File: src/rtl/core/kls_pkg.sv
// ----------------------------------------------------------------------------
// kls_pkg
// Shared types, widths and helpers for the streaming kth-largest selector.
// ----------------------------------------------------------------------------
package kls_pkg;

  // Heap depth: largest rank that can be served
  localparam int KMax   = 64;
  localparam int AddrW  = (KMax > 1) ? $clog2(KMax) : 1;
  localparam int CntW   = $clog2(KMax + 1);
  localparam int ChildW = AddrW + 2;
  localparam int DataW  = 32;
  localparam int RankW  = 7;

  // Flipping the sign bit turns a signed value into an order-preserving key
  localparam logic [DataW-1:0] SignFlip = {1'b1, {(DataW-1){1'b0}}};

  typedef enum logic [2:0] {
    StIdle,
    StUp,
    StUpEnd,
    StRoot,
    StDown,
    StFinRd,
    StFin
  } state_e;

  // Request to the heap memory: one write port, two read ports
  typedef struct packed {
    logic             we;
    logic [AddrW-1:0] waddr;
    logic [DataW-1:0] wdata;
    logic             re_a;
    logic [AddrW-1:0] raddr_a;
    logic             re_b;
    logic [AddrW-1:0] raddr_b;
  } ram_req_t;

  // Effective rank: zero acts as one, anything above the depth is clamped
  function automatic logic [CntW-1:0] eff_k(input logic [RankW-1:0] rank);
    logic [CntW-1:0] k;
    if (rank == '0) begin
      k = CntW'(1);
    end else if (int'(rank) > KMax) begin
      k = CntW'(KMax);
    end else begin
      k = CntW'(rank);
    end
    return k;
  endfunction

endpackage

File: src/rtl/core/kth_largest_stream_select.sv
// An insert reads the parent, then climbs one level per step (an empty heap is written
// directly); a root replacement reads the root, then both children, and sinks one
// level per step; a value too small for a full heap only reads the root and compares.
// One read-compare-write per level; an item marked last reads the root for the result.
// One item is in work at a time; a waiting result does not stop new items unless they
// need the output register. Reset empties the heap (count to zero) and sets rank to 1.
// ----------------------------------------------------------------------------
// kth_largest_stream_select
// Min-heap of the k largest values seen; reports the kth largest per set.
// ----------------------------------------------------------------------------
module kth_largest_stream_select (
  input  logic                       clk_i,
  input  logic                       rst_ni,
  // Configuration: rank_k
  input  logic                       cfg_valid_i,
  output logic                       cfg_ready_o,
  input  logic [kls_pkg::RankW-1:0]  cfg_data_i,
  // Input stream
  input  logic                       s_axis_tvalid,
  output logic                       s_axis_tready,
  input  logic [kls_pkg::DataW-1:0]  s_axis_tdata,   // [31:0] value
  input  logic                       s_axis_tlast,
  // Result stream
  output logic                       m_axis_tvalid,
  input  logic                       m_axis_tready,
  output logic [kls_pkg::DataW-1:0]  m_axis_tdata,   // [31:0] kth_value
  output logic                       m_axis_tuser    // [0] valid_res
);

  localparam int AddrW  = kls_pkg::AddrW;
  localparam int CntW   = kls_pkg::CntW;
  localparam int ChildW = kls_pkg::ChildW;
  localparam int DataW  = kls_pkg::DataW;

  kls_pkg::state_e state_q, state_d;

  logic [kls_pkg::RankW-1:0] rank_q;
  logic [CntW-1:0]           count_q, count_d;
  logic [CntW-1:0]           k_q, k_d;
  logic [AddrW-1:0]          pos_q, pos_d;
  logic [DataW-1:0]          key_q, key_d;
  logic                      last_q, last_d;

  logic                      out_valid_q, out_valid_d;
  logic [DataW-1:0]          kth_q, kth_d;
  logic                      vres_q, vres_d;
  logic                      out_load;

  kls_pkg::ram_req_t         ram_req;
  logic [DataW-1:0]          rdata_a, rdata_b;

  logic                      s_accept;
  logic [CntW-1:0]           k_in;
  logic [AddrW-1:0]          parent;
  logic [ChildW-1:0]         child_l, child_r, child_sel, next_l, next_r;
  logic [DataW-1:0]          min_val;
  logic                      take_child;

  // Heap storage
  kls_heap_ram u_heap_ram (
    .clk_i     (clk_i),
    .req_i     (ram_req),
    .rdata_a_o (rdata_a),
    .rdata_b_o (rdata_b)
  );

  // Configuration register, always writable
  assign cfg_ready_o = 1'b1;

  always_ff @(posedge clk_i or negedge rst_ni) begin
    if (!rst_ni) begin
      rank_q <= kls_pkg::RankW'(1);
    end else if (cfg_valid_i) begin
      rank_q <= cfg_data_i;
    end
  end

  assign s_axis_tready = (state_q == kls_pkg::StIdle);
  assign s_accept      = s_axis_tvalid && s_axis_tready;
  assign k_in          = kls_pkg::eff_k(rank_q);

  // Heap index arithmetic
  assign parent   = AddrW'((pos_q - AddrW'(1)) >> 1);
  assign child_l  = {1'b0, pos_q, 1'b1};
  assign child_r  = child_l + ChildW'(1);

  // Smallest of key, left and right child (earlier wins a tie)
  always_comb begin
    min_val    = key_q;
    child_sel  = child_l;
    take_child = 1'b0;
    if (child_l < ChildW'(count_q) && rdata_a < min_val) begin
      min_val    = rdata_a;
      child_sel  = child_l;
      take_child = 1'b1;
    end
    if (child_r < ChildW'(count_q) && rdata_b < min_val) begin
      min_val    = rdata_b;
      child_sel  = child_r;
      take_child = 1'b1;
    end
  end

  assign next_l = {child_sel[ChildW-2:0], 1'b1};
  assign next_r = next_l + ChildW'(1);

  // Next state, heap updates and memory requests
  always_comb begin
    state_d  = state_q;
    count_d  = count_q;
    k_d      = k_q;
    pos_d    = pos_q;
    key_d    = key_q;
    last_d   = last_q;
    out_load = 1'b0;
    ram_req  = '0;

    case (state_q)
      kls_pkg::StIdle: begin
        if (s_accept) begin
          key_d  = s_axis_tdata ^ kls_pkg::SignFlip;
          last_d = s_axis_tlast;
          k_d    = k_in;
          if (count_q < k_in) begin
            // Insert: open a hole at the end and move it up
            count_d = count_q + CntW'(1);
            if (count_q == '0) begin
              ram_req.we    = 1'b1;
              ram_req.waddr = '0;
              ram_req.wdata = s_axis_tdata ^ kls_pkg::SignFlip;
              state_d       = s_axis_tlast ? kls_pkg::StFinRd : kls_pkg::StIdle;
            end else begin
              pos_d           = AddrW'(count_q);
              ram_req.re_a    = 1'b1;
              ram_req.raddr_a = AddrW'((count_q - CntW'(1)) >> 1);
              state_d         = kls_pkg::StUp;
            end
          end else begin
            // Full: fetch the root to compare against
            ram_req.re_a    = 1'b1;
            ram_req.raddr_a = '0;
            state_d         = kls_pkg::StRoot;
          end
        end
      end

      kls_pkg::StUp: begin
        ram_req.we    = 1'b1;
        ram_req.waddr = pos_q;
        if (rdata_a > key_q) begin
          // Pull the parent down into the hole
          ram_req.wdata = rdata_a;
          pos_d         = parent;
          if (parent == '0) begin
            state_d = kls_pkg::StUpEnd;
          end else begin
            ram_req.re_a    = 1'b1;
            ram_req.raddr_a = AddrW'((parent - AddrW'(1)) >> 1);
          end
        end else begin
          ram_req.wdata = key_q;
          state_d       = last_q ? kls_pkg::StFinRd : kls_pkg::StIdle;
        end
      end

      kls_pkg::StUpEnd: begin
        ram_req.we    = 1'b1;
        ram_req.waddr = '0;
        ram_req.wdata = key_q;
        state_d       = last_q ? kls_pkg::StFinRd : kls_pkg::StIdle;
      end

      kls_pkg::StRoot: begin
        if (key_q > rdata_a) begin
          // Replace the root: fetch both children
          pos_d           = '0;
          ram_req.re_a    = 1'b1;
          ram_req.raddr_a = AddrW'(1);
          ram_req.re_b    = 1'b1;
          ram_req.raddr_b = AddrW'(2);
          state_d         = kls_pkg::StDown;
        end else begin
          state_d = last_q ? kls_pkg::StFinRd : kls_pkg::StIdle;
        end
      end

      kls_pkg::StDown: begin
        ram_req.we    = 1'b1;
        ram_req.waddr = pos_q;
        ram_req.wdata = min_val;
        if (take_child) begin
          // Lift the smaller child and follow the hole down
          pos_d           = child_sel[AddrW-1:0];
          ram_req.re_a    = 1'b1;
          ram_req.raddr_a = next_l[AddrW-1:0];
          ram_req.re_b    = 1'b1;
          ram_req.raddr_b = next_r[AddrW-1:0];
        end else begin
          state_d = last_q ? kls_pkg::StFinRd : kls_pkg::StIdle;
        end
      end

      kls_pkg::StFinRd: begin
        ram_req.re_a    = 1'b1;
        ram_req.raddr_a = '0;
        state_d         = kls_pkg::StFin;
      end

      kls_pkg::StFin: begin
        // Hold until the output register is free, then empty the heap
        if (!out_valid_q || m_axis_tready) begin
          out_load = 1'b1;
          count_d  = '0;
          state_d  = kls_pkg::StIdle;
        end
      end

      default: begin
        state_d = kls_pkg::StIdle;
      end
    endcase
  end

  // Result register
  always_comb begin
    out_valid_d = out_valid_q;
    kth_d       = kth_q;
    vres_d      = vres_q;
    if (out_load) begin
      out_valid_d = 1'b1;
      vres_d      = (count_q >= k_q);
      kth_d       = (count_q >= k_q) ? (rdata_a ^ kls_pkg::SignFlip) : '0;
    end else if (m_axis_tready) begin
      out_valid_d = 1'b0;
    end
  end

  // Control state
  always_ff @(posedge clk_i or negedge rst_ni) begin
    if (!rst_ni) begin
      state_q     <= kls_pkg::StIdle;
      count_q     <= '0;
      out_valid_q <= 1'b0;
    end else begin
      state_q     <= state_d;
      count_q     <= count_d;
      out_valid_q <= out_valid_d;
    end
  end

  // Payload registers
  always_ff @(posedge clk_i) begin
    k_q    <= k_d;
    pos_q  <= pos_d;
    key_q  <= key_d;
    last_q <= last_d;
    kth_q  <= kth_d;
    vres_q <= vres_d;
  end

  assign m_axis_tvalid = out_valid_q;
  assign m_axis_tdata  = kth_q;
  assign m_axis_tuser  = vres_q;

  // Heap never holds more than its depth
  a_count_bound: assert property (@(posedge clk_i) disable iff (!rst_ni)
    int'(count_q) <= kls_pkg::KMax)
    else $error("heap count above depth");

  // The hole moving up never sits at the root
  a_up_pos: assert property (@(posedge clk_i) disable iff (!rst_ni)
    state_q == kls_pkg::StUp |-> pos_q != '0)
    else $error("sift-up hole at root");

  // Loading a result empties the heap
  a_fin_clear: assert property (@(posedge clk_i) disable iff (!rst_ni)
    out_load |=> count_q == '0 && out_valid_q)
    else $error("heap not emptied after result");

  // No memory write while idle without a new item
  a_idle_quiet: assert property (@(posedge clk_i) disable iff (!rst_ni)
    state_q == kls_pkg::StIdle && !s_accept |-> !ram_req.we)
    else $error("stray heap write");

  // A result flagged short carries zero
  a_short_zero: assert property (@(posedge clk_i) disable iff (!rst_ni)
    out_valid_q && !vres_q |-> kth_q == '0)
    else $error("short result not zero");

endmodule

File: src/rtl/core/kls_heap_ram.sv
// ----------------------------------------------------------------------------
// kls_heap_ram
// Heap storage: one write port and two registered read ports.
// ----------------------------------------------------------------------------
module kls_heap_ram (
  input  logic                      clk_i,
  input  kls_pkg::ram_req_t         req_i,
  output logic [kls_pkg::DataW-1:0] rdata_a_o,
  output logic [kls_pkg::DataW-1:0] rdata_b_o
);

  logic [kls_pkg::DataW-1:0] mem_q [kls_pkg::KMax];

  // Write port
  always_ff @(posedge clk_i) begin
    if (req_i.we) begin
      mem_q[req_i.waddr] <= req_i.wdata;
    end
  end

  // Read ports, data held until the next read
  always_ff @(posedge clk_i) begin
    if (req_i.re_a) begin
      rdata_a_o <= mem_q[req_i.raddr_a];
    end
    if (req_i.re_b) begin
      rdata_b_o <= mem_q[req_i.raddr_b];
    end
  end

endmodule

File: config.mk
export PLATFORM = sky130hd
export DESIGN_NAME = kth_largest_stream_select
export DESIGN_NICKNAME = d
export VERILOG_FILES = /design/src/rtl/core/kls_pkg.sv /design/src/rtl/core/kth_largest_stream_select.sv /design/src/rtl/core/kls_heap_ram.sv
export SDC_FILE = /design/constraint.sdc
export NUM_CORES = 2
export LEC_CHECK = 0
export BUFFER_PORTS_ARGS = -buffer_cell sky130_fd_sc_hd__buf_2
export CAP_MARGIN = 10
export CORE_UTILIZATION = 40
export DETAILED_ROUTE_END_ITERATION = 10
export PLACE_DENSITY = 0.63
export SETUP_SLACK_MARGIN = 0.5
export SYNTH_ARGS = -nofsm -noshare
export SYNTH_HDL_FRONTEND = slang
export SYNTH_SLANG_ARGS = --single-unit
File: constraint.sdc
create_clock -name clk_i -period 24.8 [get_ports clk_i]
set_clock_uncertainty 0.2 [all_clocks]
set_input_delay 1.24 -clock clk_i [delete_from_list [all_inputs] [get_ports clk_i]]
set_output_delay 1.24 -clock clk_i [all_outputs]
set_load 0.02 [all_outputs]
**After elaboration in Yosys (flattened, before gate mapping)**

Memory sizes are Yosys's and may differ from the RTL's. A register that Yosys moved wholly into a read port is not among the register bits.
Index checks and enable logic that the tools add are counted.

- Flip-flop bits (word level): 97
- RAM bits: 2,048
- Input bits: 45
- Output and inout port bits: 36
- Memories: 1

- $add $sub $neg: 6
- $lt $le $gt $ge: 9
- Equality and inequality tests: 15
- Muxes and demuxes: 48
- Bitwise logic cells: 2
- Reduce and logical (&&, ||, !) cells: 16

Memory list:

| memory | depth | width | read ports | clocked after memory_dff | wr ports | RTL line | source |
|---|---|---|---|---|---|---|---|
| u_heap_ram.mem_q | 64 | 32 | 2 | 2 | 1 | kls_heap_ram.sv:12 | `logic [kls_pkg::DataW-1:0] mem_q [kls_pkg::KMax];` |

Operator list:

| operator | number |
|---|---|
| 39-bit case mux with 4 select lines | 1 |
| 32-bit 2-to-1 mux | 3 |
| 39-bit 2-to-1 mux | 2 |
| 32-bit greater-than comparator | 2 |
| 32-bit < comparator | 2 |
| 7-bit 2-to-1 mux | 9 |
| 46-bit 2-to-1 mux | 1 |
| 6-bit 2-to-1 mux | 7 |
| 7-bit case mux with 5 select lines | 1 |
| 3-bit 2-to-1 mux | 10 |
| 14-bit 2-to-1 mux | 2 |
| 7-bit case mux with 2 select lines | 2 |
| 6-bit case mux with 4 select lines | 1 |
| 3-bit case mux with 7 select lines | 1 |
| 7-bit logical NOT | 2 |
| 7-bit < comparator | 2 |
| 2-bit inequality test, second input constant | 6 |
| 3-bit equality test, second input constant | 3 |
| 7-bit by 1-bit adder with 8-bit output, second input constant | 1 |
| 8-bit by 7-bit < comparator with 1-bit output | 1 |
| 1-bit 2-to-1 mux | 8 |
| 4-bit AND reduction | 2 |
| 7-bit by 1-bit adder with 7-bit output, second input constant | 1 |
| 7-bit >= comparator | 1 |
| 19 further kinds | 25 |

**Longest topological paths before layout**

- Depth after elaboration: 9
- Gate-level depth with buffers: 35

**By module**

A second synthesis with hierarchy kept.

- Cell total of the unflattened synthesis: 5,240
- Area total of the unflattened synthesis: 103,978.5 µm²

Modules (own cells, without submodules):

| module | times used | cells each | area each (µm²) | sequential area each (µm²) |
|---|---|---|---|---|
| kls_heap_ram | 1 | 4,412 | 96,301.1 | 63,420.8 |
| kth_largest_stream_select | 1 | 828 | 7,677.4 | 2,824.0 |

**Worst setup path before layout**

No wires, ideal clock.

- Path kind: flip-flop to flip-flop
- Start point: register key_q[7]
- End point: memory u_heap_ram.mem_q[0][0] (netlist name), data pin
- Library setup time: 0.701 ns
- Data arrival time: 7.082 ns
- Setup slack: 16.817 ns
- Cell stages (with the launch flop): 23
- Buffers on the path: 3
- Path through: edfxtp_1 ha_1 nand4_1 or4_1 nor2b_1 a211oi_1 a21oi_1 clkbuf_1 nor2_1 a21oi_1 ha_1 a211oi_1 o211ai_1 nand3_1 or4b_1 nor3_2 a2111oi_2 nand2b_1 buf_4 clkbuf_1 o211ai_1 o21ai_0 o21ai_0

RTL lines:

| what | RTL line | source |
|---|---|---|
| start: declaration | kth_largest_stream_select.sv:41 | `logic [DataW-1:0] key_q, key_d;` |
| start signal: assignment | kth_largest_stream_select.sv:255 | `key_q <= key_d;` |
| end: declaration | kls_heap_ram.sv:12 |  |

**Worst setup path after layout**

- Start point: register pos_q[3]
- End point: register u_heap_ram.rdata_a_o[27] (netlist name), read port of u_heap_ram.mem_q, data pin

- Cells in the longest elaborated chain, start to end: 8

Ends and longest elaborated chain:

| what | RTL line | source |
|---|---|---|
| start: declaration | kth_largest_stream_select.sv:40 | `logic [AddrW-1:0] pos_q, pos_d;` |
| start signal: assignment | kth_largest_stream_select.sv:254 | `pos_q <= pos_d;` |
| 7-bit < comparator | kth_largest_stream_select.sv:92 | `if (child_l < ChildW'(count_q) && rdata_a < min_val) begin` |
| 1-bit logical AND | kth_largest_stream_select.sv:92 |  |
| 32-bit 2-to-1 mux | kth_largest_stream_select.sv:92 |  |
| 32-bit < comparator | kth_largest_stream_select.sv:97 | `if (child_r < ChildW'(count_q) && rdata_b < min_val) begin` |
| 1-bit logical AND | kth_largest_stream_select.sv:97 |  |
| 1-bit 2-to-1 mux / 6-bit 2-to-1 mux (equally long branches) | kth_largest_stream_select.sv:97 |  |
| 14-bit 2-to-1 mux | kth_largest_stream_select.sv:191 | `if (take_child) begin` |
| 7-bit case mux with 5 select lines * | kth_largest_stream_select.sv:118 | `case (state_q)` |
| end: declaration | kls_heap_ram.sv:8 | `output logic [kls_pkg::DataW-1:0] rdata_a_o,` |

Mark *: on every way between the ends. The rest lies on a longest branch, timed or not.
A chain may end at the register's enable or synchronous reset.

==> flow_summary.toml <==
[global_route]
grtUsageTotal_pct = 26.9
grt_pass1_vias = 66900
gr-usage-met1_pct = 37.3
use_met3_pct = 7.06
use_met2_pct = 40.1
grt_pass1_wl_um = 489000
antenna_found_initial = 25
grt_busiest_layer = "met2"
overflow = 0
grt_max_degree = 156

[setup_path]
reg2reg_from = "pos_q[3]$_DFFE_PP_"
worst-r2r-setup-slack_ps = 13740
crit_path_end_kind = "flop"
r2r_end = "u_heap_ram.rdata_a_o[27]$_DFFE_PP_"
required_ps = 25320
crit_type = "flop to flop"
cp_common_cell = "buf_4"
reg2reg_depth = 30
crit_path_start = "pos_q[3]$_DFFE_PP_"
cp_slowest_stage_delay_ps = 810
path_max_fanout = 61
crit_path_end = "u_heap_ram.rdata_a_o[27]$_DFFE_PP_"
cp.arrival_ps = 11580
crit_path_start_kind = "flop"
critPathSlowestCell = "edfxtp_1"

[finish]
fin_cells = 11300
drive_above_1_share_pct = 10.6
nNetsFinal = 7881
layout_common_cells = "edfxtp_1, nand2_1, mux2i_1, a211oi_1, nand3_1"
area_growth_syn_to_layout_pct = 11.6
layout_commonest_cell = "edfxtp_1"

[place]
placed_cells = 10900
hpwl_um = 193000
port_buffers = 79
gp_congestion = 0.907

[route]
drc = 0
dr_total_vias = 71600
ant_nets = 0
wire_per_inst_um = 30.9
drt_iter0_drc = 10200
viasPerCell = 6.35
routed_wl_um = 348000
dr.pass1.iters = 7

[yosys]
syn_area_mm2 = 0.100
async_flop_share_pct = 0.815
ys_types = 92
synth-seq-cells = 2209
synth-seq-area-share_pct = 66.2
syn_area_per_cell_um2 = 12.8
synth_cells = 7841
ys_warn_count = 0
synth_edf_count = 2191
synth_fp_nets = 7980
synth_ff_type = "edfxtp_1"

[power]
p_seq_share_pct = 31.7
power.internal_mw = 9.61
powerDensity_mw_per_mm2 = 159
swShare_pct = 46.0
power.leakage_nw = 36.1
p_clk_share_pct = 18.5
ir_drop_v = 0.000220
fin_total_pwr_mw = 17.8
switchingPower_mw = 8.18
combPwrFrac_pct = 49.9

[flow_run]
max_cap_viol_count = 0

[floorplan]
core_area_mm2 = 0.249
num_rows = 183
start_util_pct = 40.3
die_x_um = 502
die_h_um = 502
ios = 81
die-area_mm2 = 0.252

[clock_tree]
clk_pin_slew_ps = 70
post_cts_buffers = 0
post_cts_resized = 0
clk_latency_ps = 900
numCtsBuffers = 218
cts.path.max_buffers = 3
cts_hold_buf = 0
cts.sink_count = 2209
cts_root_buffer = "clkbuf_16"
htreeDepth = 4
tritoncts = "done"

[sta]
setup_viol = 0
timing.fmax_mhz = 90.4
fin_crit_sh_pct = 44.6
drv_slew = 0
fin_tns_setup_ps = 0
whs_ps = 83.6
slew_headroom_pct = 2.66
tightest_slew_ps = 1460
grt_setup_unrepaired = "false"
final-hold-violation-count = 0
post-route-min-period_ps = 11060

[min_path]
hold_class = "input port to asynchronous set/reset pin"

[run_status]
outcome = "finished clean"
critical path: cells and delay by family (launching register included):
family / cells / cell delay (ps)
AO/OA/AOI/OAI: 15 / 4190
adder cells (fa/ha/maj): 3 / 990
buffers and inverters: 7 / 3050
flip-flops: 1 / 810
AND/OR/NAND/NOR: 5 / 1480
cell type report:
type,instances,area (um^2)
repair buffers,287,2130
multi-input cells,4960,31900
clock buffers,262,5670
flip-flops and latches,2209,66200
clock inverters,147,1310
inverters,66,248
diodes,9,22.5
fillers,22100,137000
well taps,3330,4170
state kept, by name, summed over array words and instances (netlist names):
name,cells
count_q,7
k_q,7
key_q,32
last_q,1
m_axis_tdata,32
m_axis_tuser,1
m_axis_tvalid,1
pos_q,6
rank_q,7
state_q,3
u_heap_ram.mem_q,2048
u_heap_ram.rdata_a_o,32
u_heap_ram.rdata_b_o,32
power groups by stage:
stage	logic [mW]	clock network, mW	registers [mW]
detailed placement	8.63	0	5.70
CTS	8.66	3.31	5.62
global route	9.31	3.43	5.65
floorplan	5.28	0	5.78
finish	8.88	3.29	5.63
global placement	8.55	0	5.69
per-stage QoR:
step | utilization [%] | instance area (um^2) | worst slack, ps
2_1_floorplan | - | 100000 | 16820
3_3_place_gp | 42.1 | 105000 | 14150
3_5_place_dp | 42.1 | 105000 | 14020
4_1_cts | 44.9 | 112000 | 13970
5_1_grt | 44.9 | 112000 | 13300
6_report | 44.9 | 112000 | 13740
cells in the mapped netlist, types with 140 or more instances:
cell / number / area, um^2
a31oi_1: 248 / 1550
a32oi_1: 143 / 1250
a21oi_1: 185 / 926
mux2i_1: 503 / 5030
edfxtp_1: 2191 / 65800
buf_2: 244 / 1220
nand2_1: 1580 / 5930
clkbuf_1: 274 / 1030
a211oi_1: 458 / 3440
nand3_1: 426 / 2130
and2_1: 244 / 1530
o21ai_0: 140 / 701
nor2_1: 158 / 593
cell families after synthesis:
group	after synthesis	share of synthesized area (%)
other	1	0.00375
XOR/XNOR	20	0.182
AND/OR/NAND/NOR	2743	12.3
buffers and inverters	672	3.09
adder cells (fa/ha/maj)	94	1.17
multiplexers	560	5.85
AO/OA/AOI/OAI	1542	11.2
flip-flops	2209	66.2
how the worst min path moves through the flow:
stage / startpoint / to / slack, ps
2_1_floorplan: rank_q[3]$_DFFE_PN0P_ / rank_q[3]$_DFFE_PN0P_ / 300
3_3_place_gp: rank_q[3]$_DFFE_PN0P_ / rank_q[3]$_DFFE_PN0P_ / 350
3_5_place_dp: rank_q[6]$_DFFE_PN0P_ / k_q[6]$_DFFE_PP_ / 360
4_1_cts: rst_ni / count_q[1]$_DFFE_PN0P_ / 30
5_1_grt: rst_ni / count_q[1]$_DFFE_PN0P_ / 80
6_report: rst_ni / count_q[5]$_DFFE_PN0P_ / 80
metal layers:
layer | share of wire [%] | routed length [um] | up-vias
met4 | 4.1 | 14300 | 20
met5 | 0.039 | 135 | -
met2 | 43 | 151000 | 4957
met1 | 40 | 138000 | 35900
li1 | - | - | 29900
met3 | 13 | 45300 | 842
Note: power is estimated with default switching activity, not from simulation.
